`src/design/uart_fc_pkg.sv`:
```
`default_nettype none

package uart_fc_pkg;

  // Item operation codes
  typedef enum logic [2:0] {
    OP_RX_BYTE       = 3'd0,
    OP_POP           = 3'd1,
    OP_SEND          = 3'd2,
    OP_RTS_CHANGE    = 3'd3,
    OP_TX_EMPTY      = 3'd4,
    OP_RESET_RELEASE = 3'd5,
    OP_TX_COMPLETE   = 3'd6
  } op_e;

  // Configuration register indexes
  typedef enum logic [1:0] {
    CFG_ASSERT_FREE_BELOW  = 2'd0,
    CFG_RELEASE_FILL_BELOW = 2'd1
  } cfg_idx_e;

  localparam int unsigned ThrW = 6;
  localparam logic [ThrW-1:0] AssertFreeBelowRst  = 6'd5;
  localparam logic [ThrW-1:0] ReleaseFillBelowRst = 6'd16;

  // Input item
  typedef struct packed {
    logic [2:0] operation;
    logic [7:0] data_byte;
    logic       rts_high;
    logic       tx_ready;
  } uart_fc_in_t;

  // Result item
  typedef struct packed {
    logic       rx_valid;
    logic [7:0] rx_byte;
    logic       tx_valid;
    logic [7:0] tx_byte;
    logic       send_done;
    logic       cts_level;
    logic [5:0] fill_count;
    logic       overflow;
  } uart_fc_out_t;

  // Receive ring result, registered
  typedef struct packed {
    logic       rx_valid;
    logic [7:0] rx_byte;
    logic       cts_level;
    logic [5:0] fill_count;
    logic       overflow;
  } ring_res_t;

  // Transmit gate commands
  typedef struct packed {
    logic send;
    logic attempt;
    logic release_rst;
    logic complete;
  } tx_cmd_t;

  // Transmit gate result, registered
  typedef struct packed {
    logic       tx_valid;
    logic [7:0] tx_byte;
    logic       send_done;
  } tx_res_t;

endpackage

`default_nettype wire

```
`src/design/uart_flow_control_fifo_core.sv`:
```
`default_nettype none

// UART link end with RTS/CTS flow control and a receive ring.
// Items come in on item_i, taken at a clock edge with start high (busy is
// always low, so one item can be taken every cycle). Each item is one of:
// receive byte, pop, send, RTS change, transmit empty, reset release,
// transmit complete; any other code only reports status.
// Every item gives exactly one result on result_o, shown for one cycle with
// result_valid_o high: the item passes from the input register through the
// ring and gate logic, whose outputs and the ring read port are registered,
// and the result then stands on the ports. Throughput is one item per cycle;
// the ring memory has one write and one read port.
// The receiver cannot stall; results are never held or repeated.
// Thresholds are written on the cfg channel (always ready): index 0 is the
// CTS assert level on free space, index 1 the release level on fill. The user
// must write them only while no item is in flight; the block does not enforce it.
// Reset empties the ring, drops CTS, clears the pending transmit byte and
// puts the link end in its own reset state until a reset release item.
module uart_flow_control_fifo_core import uart_fc_pkg::*; #(
  parameter int unsigned RING_DEPTH = 32
) (
  input  wire logic        clk_i,
  input  wire logic        rst_ni,
  input  wire logic        start,
  output logic             busy,
  input  wire uart_fc_in_t item_i,
  output logic             result_valid_o,
  output uart_fc_out_t     result_o,
  input  wire logic        cfg_valid_i,
  output logic             cfg_ready_o,
  input  wire logic [1:0]  cfg_index_i,
  input  wire logic [5:0]  cfg_data_i
);

  logic            in_vld_q;
  uart_fc_in_t     in_q;
  logic            out_vld_q;
  logic [ThrW-1:0] afb_q, rfb_q;
  logic            push, pop;
  tx_cmd_t         tx_cmd;
  ring_res_t       ring_res;
  tx_res_t         tx_res;

  assign busy        = 1'b0;
  assign cfg_ready_o = 1'b1;

  // Take configuration writes
  always_ff @(posedge clk_i or negedge rst_ni) begin
    if (!rst_ni) begin
      afb_q <= AssertFreeBelowRst;
      rfb_q <= ReleaseFillBelowRst;
    end else if (cfg_valid_i && cfg_ready_o) begin
      unique case (cfg_index_i)
        CFG_ASSERT_FREE_BELOW:  afb_q <= cfg_data_i;
        CFG_RELEASE_FILL_BELOW: rfb_q <= cfg_data_i;
        default: ;
      endcase
    end
  end

  // Register the incoming item
  always_ff @(posedge clk_i) begin
    if (start && !busy) begin
      in_q <= item_i;
    end
  end

  always_ff @(posedge clk_i or negedge rst_ni) begin
    if (!rst_ni) begin
      in_vld_q  <= 1'b0;
      out_vld_q <= 1'b0;
    end else begin
      in_vld_q  <= start && !busy;
      out_vld_q <= in_vld_q;
    end
  end

  // Decode the operation
  always_comb begin
    push   = 1'b0;
    pop    = 1'b0;
    tx_cmd = '0;
    if (in_vld_q) begin
      unique case (in_q.operation)
        OP_RX_BYTE:       push = 1'b1;
        OP_POP:           pop  = 1'b1;
        OP_SEND: begin
          tx_cmd.send    = 1'b1;
          tx_cmd.attempt = 1'b1;
        end
        OP_RTS_CHANGE,
        OP_TX_EMPTY:      tx_cmd.attempt = 1'b1;
        OP_RESET_RELEASE: begin
          tx_cmd.release_rst = 1'b1;
          tx_cmd.attempt     = 1'b1;
        end
        OP_TX_COMPLETE:   tx_cmd.complete = 1'b1;
        default: ;
      endcase
    end
  end

  uart_fc_ring #(
    .Depth(RING_DEPTH)
  ) u_ring (
    .clk_i,
    .rst_ni,
    .push_i               (push),
    .pop_i                (pop),
    .data_i               (in_q.data_byte),
    .assert_free_below_i  (afb_q),
    .release_fill_below_i (rfb_q),
    .res_o                (ring_res)
  );

  uart_fc_tx u_tx (
    .clk_i,
    .rst_ni,
    .cmd_i      (tx_cmd),
    .data_i     (in_q.data_byte),
    .rts_high_i (in_q.rts_high),
    .tx_ready_i (in_q.tx_ready),
    .res_o      (tx_res)
  );

  // Assemble the result item
  assign result_valid_o      = out_vld_q;
  assign result_o.rx_valid   = ring_res.rx_valid;
  assign result_o.rx_byte    = ring_res.rx_byte;
  assign result_o.tx_valid   = tx_res.tx_valid;
  assign result_o.tx_byte    = tx_res.tx_byte;
  assign result_o.send_done  = tx_res.send_done;
  assign result_o.cts_level  = ring_res.cts_level;
  assign result_o.fill_count = ring_res.fill_count;
  assign result_o.overflow   = ring_res.overflow;

`ifndef SYNTH
  a_item_gives_result: assert property (@(posedge clk_i) disable iff (!rst_ni)
    start && !busy |-> ##2 result_valid_o)
    else $error("accepted item gave no result");

  a_no_result_unasked: assert property (@(posedge clk_i) disable iff (!rst_ni)
    !in_vld_q |=> !(ring_res.rx_valid || ring_res.overflow || tx_res.tx_valid
                    || tx_res.send_done))
    else $error("result flags raised without an item");

  a_one_action: assert property (@(posedge clk_i) disable iff (!rst_ni)
    result_valid_o |-> $countones({result_o.rx_valid, result_o.overflow,
                                   result_o.tx_valid, result_o.send_done}) <= 1)
    else $error("one item caused more than one action");

  a_overflow_full: assert property (@(posedge clk_i) disable iff (!rst_ni)
    result_valid_o && result_o.overflow |->
      $stable(result_o.fill_count) || $past(!rst_ni))
    else $error("dropped byte changed the fill");
`endif

endmodule

`default_nettype wire

```
`src/design/uart_fc_ring.sv`:
```
`default_nettype none

module uart_fc_ring import uart_fc_pkg::*; #(
  parameter int unsigned Depth = 32
) (
  input  wire logic            clk_i,
  input  wire logic            rst_ni,
  input  wire logic            push_i,
  input  wire logic            pop_i,
  input  wire logic [7:0]      data_i,
  input  wire logic [ThrW-1:0] assert_free_below_i,
  input  wire logic [ThrW-1:0] release_fill_below_i,
  output ring_res_t            res_o
);

  localparam int unsigned PtrW = (Depth > 1) ? $clog2(Depth) : 1;
  localparam int unsigned CntW = $clog2(Depth + 1);
  localparam int unsigned CmpW = (CntW > ThrW) ? CntW : ThrW;
  localparam logic [PtrW-1:0] LastIdx = PtrW'(Depth - 1);
  localparam logic [CntW-1:0] Full    = CntW'(Depth);

  logic [7:0]      mem_q [Depth];
  logic [PtrW-1:0] wr_ptr_q, wr_ptr_d;
  logic [PtrW-1:0] rd_ptr_q, rd_ptr_d;
  logic [CntW-1:0] count_q, count_d;
  logic            cts_q, cts_d;
  logic            do_write, do_read;
  logic            rx_valid_q, overflow_q, overflow_d;
  logic [7:0]      rdata_q;
  logic [CmpW-1:0] free_ext, count_ext;

  assign count_ext = CmpW'(count_d);
  assign free_ext  = CmpW'(Depth) - count_ext;

  // Push, pop and CTS hysteresis
  always_comb begin
    wr_ptr_d   = wr_ptr_q;
    rd_ptr_d   = rd_ptr_q;
    count_d    = count_q;
    cts_d      = cts_q;
    do_write   = 1'b0;
    do_read    = 1'b0;
    overflow_d = 1'b0;
    if (push_i) begin
      if (count_q == Full) begin
        overflow_d = 1'b1;
      end else begin
        do_write = 1'b1;
        wr_ptr_d = (wr_ptr_q == LastIdx) ? '0 : wr_ptr_q + 1'b1;
        count_d  = count_q + 1'b1;
      end
    end
    if (pop_i && count_q != '0) begin
      do_read  = 1'b1;
      rd_ptr_d = (rd_ptr_q == LastIdx) ? '0 : rd_ptr_q + 1'b1;
      count_d  = count_q - 1'b1;
    end
    // Assert test reads the fill after the push, release test after the pop
    if (push_i && free_ext < CmpW'(assert_free_below_i)) begin
      cts_d = 1'b1;
    end
    if (do_read && count_ext < CmpW'(release_fill_below_i)) begin
      cts_d = 1'b0;
    end
  end

  // Ring storage; a read never meets a write to the same entry
  always_ff @(posedge clk_i) begin
    if (do_write) begin
      mem_q[wr_ptr_q] <= data_i;
    end
    if (do_read) begin
      rdata_q <= mem_q[rd_ptr_q];
    end
  end

  // Hold pointers, fill and flags
  always_ff @(posedge clk_i or negedge rst_ni) begin
    if (!rst_ni) begin
      wr_ptr_q   <= '0;
      rd_ptr_q   <= '0;
      count_q    <= '0;
      cts_q      <= 1'b0;
      rx_valid_q <= 1'b0;
      overflow_q <= 1'b0;
    end else begin
      wr_ptr_q   <= wr_ptr_d;
      rd_ptr_q   <= rd_ptr_d;
      count_q    <= count_d;
      cts_q      <= cts_d;
      rx_valid_q <= do_read;
      overflow_q <= overflow_d;
    end
  end

  logic [CmpW-1:0] fill_ext;
  assign fill_ext = CmpW'(count_q);

  assign res_o.rx_valid   = rx_valid_q;
  assign res_o.rx_byte    = rx_valid_q ? rdata_q : 8'd0;
  assign res_o.cts_level  = cts_q;
  assign res_o.fill_count = fill_ext[5:0];
  assign res_o.overflow   = overflow_q;

endmodule

`default_nettype wire

```
`src/design/uart_fc_tx.sv`:
```
`default_nettype none

module uart_fc_tx import uart_fc_pkg::*; (
  input  wire logic       clk_i,
  input  wire logic       rst_ni,
  input  wire tx_cmd_t    cmd_i,
  input  wire logic [7:0] data_i,
  input  wire logic       rts_high_i,
  input  wire logic       tx_ready_i,
  output tx_res_t         res_o
);

  logic       pend_q, pend_d;
  logic [7:0] pend_byte_q, pend_byte_d;
  logic       in_rst_q, in_rst_d;
  logic       fire;
  logic       tx_valid_q, done_q;
  logic [7:0] tx_byte_q;

  // Latch a new byte, leave reset, then try the gates in order
  always_comb begin
    pend_d      = pend_q;
    pend_byte_d = pend_byte_q;
    in_rst_d    = in_rst_q;
    fire        = 1'b0;
    if (cmd_i.send) begin
      pend_d      = 1'b1;
      pend_byte_d = data_i;
    end
    if (cmd_i.release_rst) begin
      in_rst_d = 1'b0;
    end
    if (cmd_i.attempt && pend_d && !in_rst_d && !rts_high_i && tx_ready_i) begin
      fire   = 1'b1;
      pend_d = 1'b0;
    end
  end

  always_ff @(posedge clk_i) begin
    pend_byte_q <= pend_byte_d;
    tx_byte_q   <= fire ? pend_byte_d : 8'd0;
  end

  always_ff @(posedge clk_i or negedge rst_ni) begin
    if (!rst_ni) begin
      pend_q     <= 1'b0;
      in_rst_q   <= 1'b1;
      tx_valid_q <= 1'b0;
      done_q     <= 1'b0;
    end else begin
      pend_q     <= pend_d;
      in_rst_q   <= in_rst_d;
      tx_valid_q <= fire;
      done_q     <= cmd_i.complete;
    end
  end

  assign res_o.tx_valid  = tx_valid_q;
  assign res_o.tx_byte   = tx_byte_q;
  assign res_o.send_done = done_q;

endmodule

`default_nettype wire

```
`config.mk`:
```
export PLATFORM = sky130hd
export DESIGN_NAME = uart_flow_control_fifo_core
export DESIGN_NICKNAME = d
export VERILOG_FILES = /design/src/design/uart_fc_pkg.sv /design/src/design/uart_flow_control_fifo_core.sv /design/src/design/uart_fc_ring.sv /design/src/design/uart_fc_tx.sv
export SDC_FILE = /design/constraint.sdc
export NUM_CORES = 1
export LEC_CHECK = 0
export BUFFER_PORTS_ARGS = -buffer_cell sky130_fd_sc_hd__buf_2
export CORE_ASPECT_RATIO = 0.75
export CORE_MARGIN = 2
export CORE_UTILIZATION = 60
export DETAILED_ROUTE_END_ITERATION = 7
export GPL_ROUTABILITY_DRIVEN = 0
export PLACE_DENSITY_LB_ADDON = 0.1
export SLEW_MARGIN = 5
export SYNTH_ARGS = -nofsm -noshare
export SYNTH_HDL_FRONTEND = slang
export SYNTH_HIERARCHICAL = 1
export SYNTH_SLANG_ARGS = --single-unit
```
`constraint.sdc`:
```
create_clock -name clk_i -period 9 [get_ports clk_i]
set_input_delay 0.45 -clock clk_i [delete_from_list [all_inputs] [get_ports clk_i]]
set_output_delay 0.45 -clock clk_i [all_outputs]
set_load 0.01 [all_outputs]
```
; Word-level counts from Yosys, hierarchy flattened
; Memory sizes are Yosys's and may differ from the RTL's. A register that Yosys moved wholly into a read port is not among the register bits.
; Index checks and enable logic that the tools add are counted.
[totals]
ff_bits = 66
ramBits = 256
input_bits = 25
out_inout_bits = 30
wordCells = 85
mem_count = 1
[memory_table]
columns = name, words, width, read_ports, rd_ports_with_merged_regs, wr, line_no
row1 = u_ring.mem_q, 32, 8, 1, 1, 1, uart_fc_ring.sv:22  ; logic [7:0] mem_q [Depth];
[op_classes]
addsub = 5
magnitude_cmp = 2
eq_ne = 10
muxes = 29
n_bitwise = 1
reduce_logical = 17
[ops]
columns = operator, count
row1 = two-way mux 1 bit, 21
row2 = two-way mux 6 bit, 3
row3 = two-way mux 8 bit, 2
row4 = < comparator 6 bit, 2
row5 = adder 5 x 1 -> 5 bit (second input constant), 2
row6 = equality test 5 bit (second input constant), 2
row7 = two-way mux 5 bit, 2
row8 = equality test 3 bit (second input constant), 3
row9 = logical AND 1 bit, 7
row10 = adder 6 x 1 -> 6 bit (second input constant), 1
row11 = equality test 3 x 2 -> 1 bit (second input constant), 2
row12 = equality test 6 bit (second input constant), 1
row13 = AND reduction 2 bit, 3
row14 = nonzero test 6 bit, 1
row15 = subtractor 6 x 1 -> 6 bit (second input constant), 1
row16 = subtractor 6 bit (first input constant), 1
row17 = two-way mux 4 bit, 1
row18 = OR reduction 4 bit, 1
row19 = equality test 3 x 1 -> 1 bit (second input constant), 1
row20 = zero test 3 bit, 1
row21 = equality test 2 x 1 -> 1 bit (second input constant), 1
row22 = zero test 1 bit, 2
row23 = zero test 2 bit, 1
row24 = nonzero test 2 bit, 1
row25 = NOT 1 bit, 1

; Depth between registers and ports, before layout
; Gate-level depths: netlist (run 1).
[depth]
word_depth = 10
ltp_mapped = 15
mapped_depth_nobuf = 15

; Hierarchy
; The synthesis (run 1) kept the hierarchy.
[modules_own_cells]
columns = module, instances, cells_per_inst, area_each_um2, seq_area_each_um2
row1 = uart_fc_ring, 1, 599, 11674.9, 8403.1
row2 = uart_flow_control_fifo_core, 1, 56, 989.7, 744.5
row3 = uart_fc_tx, 1, 45, 710.7, 421.7

; Least setup slack after synthesis (run 1)
; OpenSTA, ideal clock, no wires.
[synth_path]
path_type = register to register
startpoint = register in_q[12] (netlist bit)
endpoint = register u_ring.cts_q
setup_time_ns = 0.146
t_arrival_ns = 2.952
required_ns = 8.854
slack_ns = 5.902
path_stages_with_launch = 15
path_buffers = 1
period_less_slack_ns = 3.098
path_cell_list = edfxtp_1 > nand2b_1 > nor3_1 > clkbuf_1 > nor2_1 > a41oi_1 > xnor2_1 > nor3b_1 > nand4_1 > xnor2_1 > ha_1 > nand4_1 > a311o_1 > a41oi_1 > a41oi_1
[synth_via]
elab_chain_len = 9
elab_cells_between_ends = 17
classes_between = 1 x add/sub / 2 x order compare / 1 x eq/ne / 8 x mux / 5 x reduce/logical
[synth_rtl]
columns = item, line_no
row1 = "start, declared", uart_flow_control_fifo_core.sv:36  ; uart_fc_in_t in_q;
row2 = "start signal, assigned", uart_flow_control_fifo_core.sv:64  ; in_q <= item_i;
row3 = zero test 3 bit (*), uart_flow_control_fifo_core.sv:84  ; unique case (in_q.operation)
row4 = two-way mux 1 bit (*), uart_flow_control_fifo_core.sv:84
row5 = two-way mux 1 bit (*), uart_flow_control_fifo_core.sv:83  ; if (in_vld_q) begin
row6 = via push, uart_flow_control_fifo_core.sv:39  ; logic push, pop;
row7 = two-way mux 6 bit, uart_fc_ring.sv:44  ; if (push_i) begin
row8 = two-way mux 6 bit, uart_fc_ring.sv:53  ; if (pop_i && count_q != '0) begin
row9 = subtractor 6 bit, uart_fc_ring.sv:33  ; assign free_ext = CmpW'(Depth) - count_ext;
row10 = < comparator 6 bit, uart_fc_ring.sv:59  ; if (push_i && free_ext < CmpW'(assert_free_below_i)) begin
row11 = logical AND 1 bit, uart_fc_ring.sv:59
row12 = nonzero test 2 bit (no line), n/a
row13 = "end signal, assigned", uart_fc_ring.sv:90  ; cts_q <= cts_d;
row14 = "end, declared", uart_fc_ring.sv:26  ; logic cts_q, cts_d;
; The timed path passes the listed nets; every way through them passes the cells marked *.
; A chain may end at the register's enable or synchronous reset.

; Final worst setup path (run 1)
; Ends and elaborated chain as after synthesis.

==> results.ini, run 1 <==
[run]
max_cap_viol_count = 0

[power]
clkPwrFrac = 0.303
p_sw_mw = 1.16
power_leakage_nw = 5.12
p_comb_frac = 0.243
netSwitchingFraction = 0.281
ir_drop_uv = 197
p_int_mw = 2.96
powerDensity_nw_per_um2 = 278
seqPwrFrac = 0.453

[die]
initial_core_util = 0.608
num_rows = 47
die_x_um = 176
ios = 55
die_area_um2 = 23500
core_um2 = 22000
die-height_um = 133

[worst_setup_path]
r2r_start = in_q[12]
crit_path_start_kind = register
r2r_setup_slack_ns = 4.88
path_class = register to register
reg2regPathDepth = 13
worstPathRequired_ns = 9.40
timing.rr.end = u_ring/cts_q
cp_max_fo = 11
worstPathArrival_ns = 4.52
end_kind = register

[grt]
grt_max_degree = 68
globalRoute.totalOverflow = 0
grt_pass1_wl_um = 41500
grt_pass1_vias = 6681
gr-usage-all-layers = 0.243
antenna_found_initial = 0

[routing]
postRouteWirelength_um = 27500
drtIter0Drc = 655
vias_per_cell = 6.18
wl_per_cell_um = 25.6
via_count = 6646
drc = 0
antenna_left = 0
drt-pass1-iter-count = 5

[timing]
period_needed_ns = 4.12
layout_worst_path_cycle_share = 0.458
worstMarginPinSlew_ns = 1.21
relSlewSlack = 0.185
drv_slew = 0
timing_hold_violations_final = 0
hold-worst-slack_ns = 0.0126
skew_ns = 0.0144
setup_ws_ns = 4.88
tns_ns = 0
rsz0062_at_grt = no
setup_viol = 0
fmax_ghz = 0.243

[synth]
synthTopCellsByArea = edfxtp_1 (62%), mux4_2 (13%), dfrtp_1 (6.2%)
synth.yosys.seq_area_share = 0.715
synth_edf_count = 277
syn_inst = 700
syn_area_um2 = 13400
synth_cell_types = 53
yosysMostFrequentCell = edfxtp_1
synth.largest_area_cell = edfxtp_1
synth_common_cells = edfxtp_1 (277), mux4_2 (80), nor2_1 (49)
synthArstFlopShare = 0.112
synth_ff_type = edfxtp_1
yosys_register_bits = 330
syn-num-nets = 746
yosysWarnings = 6
yosysTopAreaCellShare = 0.622
avgSynthCellArea_um2 = 19.1

[placed_design]
dpl.hpwl_um = 17200
placed_area_um2 = 13800
port-buffer-count = 52
place_ws_ns = 5.00

[layout]
postLayoutCellArea_um2 = 14800
nets = 801
syn_to_final_growth_pct = 10.9
fillers = 1460
drive_above_1_share = 0.286

[cts]
cts_tree = yes
clock_path_buffers = 3
clock-sinks = 330
cts_hold_buf = 0
htreeDepth = 1
cts.reportedPaths.clkPinSlew_ns = 0.06
cts_buffers = 31
clock_latency_ns = 0.56
cts-root-buf = clkbuf_16
cts_setup_buffers = 0
ctsResizeCount = 0

[worst_hold_path]
hp-class = primary input to async pin

[outcome]
outcome = finished clean

-- registers in the layout (all words and copies together), names as in the netlist, 6 cells and up --
| register | cells |
|---|---|
| u_ring/mem_q | 256 |
| in_q | 13 |
| u_ring/rdata_q | 8 |
| u_tx/pend_byte_q | 8 |
| u_tx/tx_byte_q | 8 |
| afb_q | 6 |
| rfb_q | 6 |
| u_ring/count_q | 6 |
-- through the flow --
step | total power [mW] | std cells | util
6_report | 4.12 | 1075 | 0.674
5_1_grt | 4.30 | 1074 | 0.674
4_1_cts | 4.14 | 1073 | 0.673
3_5_place_dp | 2.89 | 1015 | 0.629
3_3_place_gp | 2.86 | 1015 | 0.629
2_1_floorplan | 2.60 | 700 | -
-- kinds of logic after synthesis --
kind of cell / after synthesis / synth area share
xor gates and xnor gates: 6 / 0.00393
and+or+nand+nor: 140 / 0.0581
other: 2 / 0.000561
adders and majority gates: 21 / 0.0196
muxes: 112 / 0.164
AOI/OAI and AO/OA: 30 / 0.0164
buffers and inverters: 59 / 0.0224
DFF: 330 / 0.715
-- worst max-delay path, stage by stage, from the launching register on --
cell and delay [ns]:
edfxtp_1 0.42, nand2b_1 0.21, nor3_1 0.93, mux2i_1 0.16, a41oi_1 0.33, xnor2_1 0.28, nor3b_1 0.33, nand4_1 0.15
xnor2_1 0.16, ha_1 0.31, nand4_1 0.10, a311o_1 0.32, a41oi_1 0.20, a41oi_1 0.06
-- power by group through the flow --
stage               sequential (mW)  clock (mW)  combinational [mW]
finish                         1.87        1.25                1.00
global route                   1.88        1.34                1.07
CTS                            1.87        1.27               0.997
detailed placement             1.90           0               0.989
global placement               1.89           0               0.967
floorplan                      1.83           0               0.767
-- cells in the final DEF (no fill, tap or decap), types with 3 or more instances in the layout --
cell type,n
edfxtp_1,277
mux4_2,80
buf_2,52
nor2_1,49
dfrtp_1,31
clkbuf_16,31
nand2_1,24
inv_1,24
mux2_2,21
ha_1,21
dfxtp_1,16
o21ai_0,10
and2_1,9
clkbuf_1,9
nor3_1,8
clkinv_1,8
mux2_4,8
nand2b_1,7
a21oi_1,7
nand3b_1,6
and4bb_1,6
nand3_1,5
dfstp_2,4
clkinv_2,4
and3_1,4
xnor2_1,4
bufinv_16,3
nand4_1,3
mux2i_1,3
nor3b_1,3
a41oi_1,3
buf_4,3
-- how the worst max path moves through the flow --
| stage | end | cells after the start | from |
|---|---|---|---|
| 4_1_cts | u_ring/cts_q | 13 | in_q[12] |
| 6_report | u_ring/cts_q | 13 | in_q[12] |
| 3_3_place_gp | u_ring/cts_q | 13 | in_q[12] |
| 3_5_place_dp | u_ring/cts_q | 13 | in_q[12] |
| 2_1_floorplan | u_ring/cts_q | 14 | in_q[12] |
| 5_1_grt | u_ring/cts_q | 13 | in_q[12] |
-- routing by layer --
layer / track usage / wire, um / up-vias / part of all wire
met5: 0 / 0 / - / 0
met1: 0.393 / 12700 / 3483 / 0.46
met2: 0.343 / 12100 / 247 / 0.44
met3: 0.0605 / 2260 / 35 / 0.082
met4: 0.0455 / 414 / 0 / 0.015
li1: - / - / 2881 / -
-- layout make-up --
cell class | instances | area (um2) | area share
Multi-Input combinational cell | 311 | 3510 | 0.236
Inverter | 25 | 93.8 | 0.00633
Tap cell | 294 | 368 | 0.0248
Antenna cell | 1 | 2.50 | 0.000169
Timing Repair Buffer | 56 | 310 | 0.0209
Clock buffer | 40 | 810 | 0.0546
Sequential cell | 330 | 9570 | 0.646
Clock inverter | 18 | 165 | 0.0111
(Power assumes the default switching activity.)
==> run 2: changes to the inputs <==
Clock period 9 ns to 4.1 ns, I/O delays scaled along.
==> run 2 against run 1 <==
  * Cell count increased by 2.4%
  * Global-route usage grew 0.19 points
  * Critical path depth unchanged
  * Largest power group unchanged
==> results.ini, run 2 (synthesis gave the netlist of run 1 again) <==
[outcome]
outcome = finished clean  ; unchanged

[routing]
drtIter0Drc = 753  ; was 655
via_count = 6778  ; was 6646
postRouteWirelength_um = 27600  ; was 27500 um
antenna_left = 0  ; unchanged
drc = 0  ; unchanged
wl_per_cell_um = 25.0  ; was 25.6 um
drt-pass1-iter-count = 5  ; unchanged
vias_per_cell = 6.16  ; was 6.18

[worst_setup_path]
path_class = register to register  ; unchanged
worstPathArrival_ns = 4.05  ; was 4.52 ns
r2r_start = in_q[11]  ; was in_q[12]
end_kind = register  ; unchanged
worstPathRequired_ns = 4.50  ; was 9.40 ns
cp_max_fo = 6  ; was 11
crit_path_start_kind = register  ; unchanged
startpoint = in_q[11]  ; was in_q[12]
reg2regPathDepth = 13  ; unchanged

[timing]
skew_ns = 0.0131  ; was 0.0144 ns
tns_ns = 0  ; unchanged
setup_viol = 0  ; unchanged
worstMarginPinSlew_ns = 1.26  ; was 1.21 ns
rsz0062_at_grt = no  ; unchanged
timing_hold_violations_final = 0  ; unchanged
layout_worst_path_cycle_share = 0.890  ; was 0.458
setup_ws_ns = 0.451  ; was 4.88 ns
fmax_ghz = 0.274  ; was 0.243 GHz
relSlewSlack = 0.158  ; was 0.185
drv_slew = 0  ; unchanged
period_needed_ns = 3.65  ; was 4.12 ns

[cts]
cts-root-buf = clkbuf_16  ; unchanged
htreeDepth = 1  ; unchanged
cts.reportedPaths.clkPinSlew_ns = 0.07  ; was 0.06 ns
clock_path_buffers = 3  ; unchanged
clock-sinks = 330  ; unchanged
cts_buffers = 30  ; was 31
cts_setup_buffers = 0  ; unchanged
ctsResizeCount = 0  ; unchanged
clock_latency_ns = 0.55  ; was 0.56 ns
cts_tree = yes  ; unchanged

[placed_design]
port-buffer-count = 52  ; unchanged
place_ws_ns = 0.542  ; was 5.00 ns
dpl.hpwl_um = 17600  ; was 17200 um

[layout]
top_regs = u_ring/mem_q x256, in_q x13  ; unchanged
layout_common_cells = edfxtp_1 (277), mux4_2 (80), buf_2 (52)  ; unchanged
largest_reg_flops = 256  ; unchanged
regMostFlops = u_ring/mem_q  ; unchanged
syn_to_final_growth_pct = 13.0  ; was 10.9%
layout_commonest_cell = edfxtp_1  ; unchanged
nets = 827  ; was 801
drive_above_1_share = 0.291  ; was 0.286

[grt]
gr-usage-all-layers = 0.244  ; was 0.243
grt_pass1_wl_um = 42000  ; was 41500 um
antenna_found_initial = 2  ; was 0
grt_max_degree = 38  ; was 68
grt_pass1_vias = 6895  ; was 6681
globalRoute.totalOverflow = 0  ; unchanged

[power]
ir_drop_uv = 395  ; was 197 uV
powerDensity_nw_per_um2 = 602  ; was 278 nW/um2
power_leakage_nw = 5.26  ; was 5.12 nW

[run]
max_cap_viol_count = 0  ; unchanged

[die]
ios = 55  ; unchanged
initial_core_util = 0.608  ; unchanged
core_um2 = 22000  ; unchanged
die_x_um = 176  ; unchanged
die_area_um2 = 23500  ; unchanged
die-height_um = 133  ; unchanged
num_rows = 47  ; unchanged

[worst_hold_path]
hp-class = primary input to register  ; was primary input to async pin
hold_depth = 3
holdCritStartpoint = cfg_index_i[1]

==> run 2: final cells by class <==
class,instances,area (um2)
timing repair buffer,83,571
inverter,25,93.8
clock buffer,40,838
sequential,330,9570
fill,1391,6870
clock inverter,16,163
antenna,2,5.00
tap,294,368
multi-input combinational,311,3510
==> run 2: per-stage QoR <==
stage	utilization	power [mW]	cells	area, um2	hold slack [ns]
finish	0.687	9.10	1101	15100	0.0860
CTS	0.687	9.16	1099	15100	0.0691
global placement	0.632	6.29	1022	13900	0.341
detailed placement	0.632	6.37	1022	13900	0.362
floorplan	-	5.71	700	13400	-0.0906
global route	0.687	9.49	1099	15100	0.0836
==> run 2: final timing paths <==
check | to | slack (ns)
worst max register to register | u_ring/cts_q | 0.45
worst max-delay path | u_ring/cts_q | 0.45
worst min-delay path | afb_q[5] | 0.09
worst min register to register | result_valid_o | 0.41
max in group asynchronous | u_ring/rd_ptr_q[0] | 3.16
min in group asynchronous | rfb_q[5] | 0.31
==> run 2: report_power, final <==
group / internal [mW] / total [mW] / leakage [nW] / switching, mW
Sequential: 3.83 / 4.16 / 3.08 / 0.328
Combinational: 1.13 / 2.16 / 1.69 / 1.02
Clock: 1.62 / 2.78 / 0.492 / 1.16
Total: 6.59 / 9.10 / 5.26 / 2.51
==> run 2: what timing repair did <==
item                       4_1_cts  5_1_grt
hold buffers                    21        0
hold endpoints to repair        59        0
setup endpoints to repair        0        0
==> run 2: critical path, cell delays in order (launching register included) <==
cell      delay, ns
edfxtp_1       0.44
nand2b_1       0.20
nor2_1         0.43
mux2i_1        0.16
a41oi_1        0.28
xnor2_1        0.30
nor3b_1        0.34
nand4_1        0.16
xnor2_1        0.16
ha_1           0.31
nand4_1        0.10
a311o_1        0.32
a41oi_1        0.22
a41oi_1        0.07
==> run 2: metal layers <==
| metal | wire (um) | global-route usage | vias to the layer above |
|---|---|---|---|
| li1 | - | - | 2932 |
| met1 | 12400 | 0.405 | 3525 |
| met2 | 12300 | 0.350 | 291 |
| met3 | 2500 | 0.0451 | 30 |
| met4 | 329 | 0.0399 | 0 |
| met5 | 0 | 0 | - |
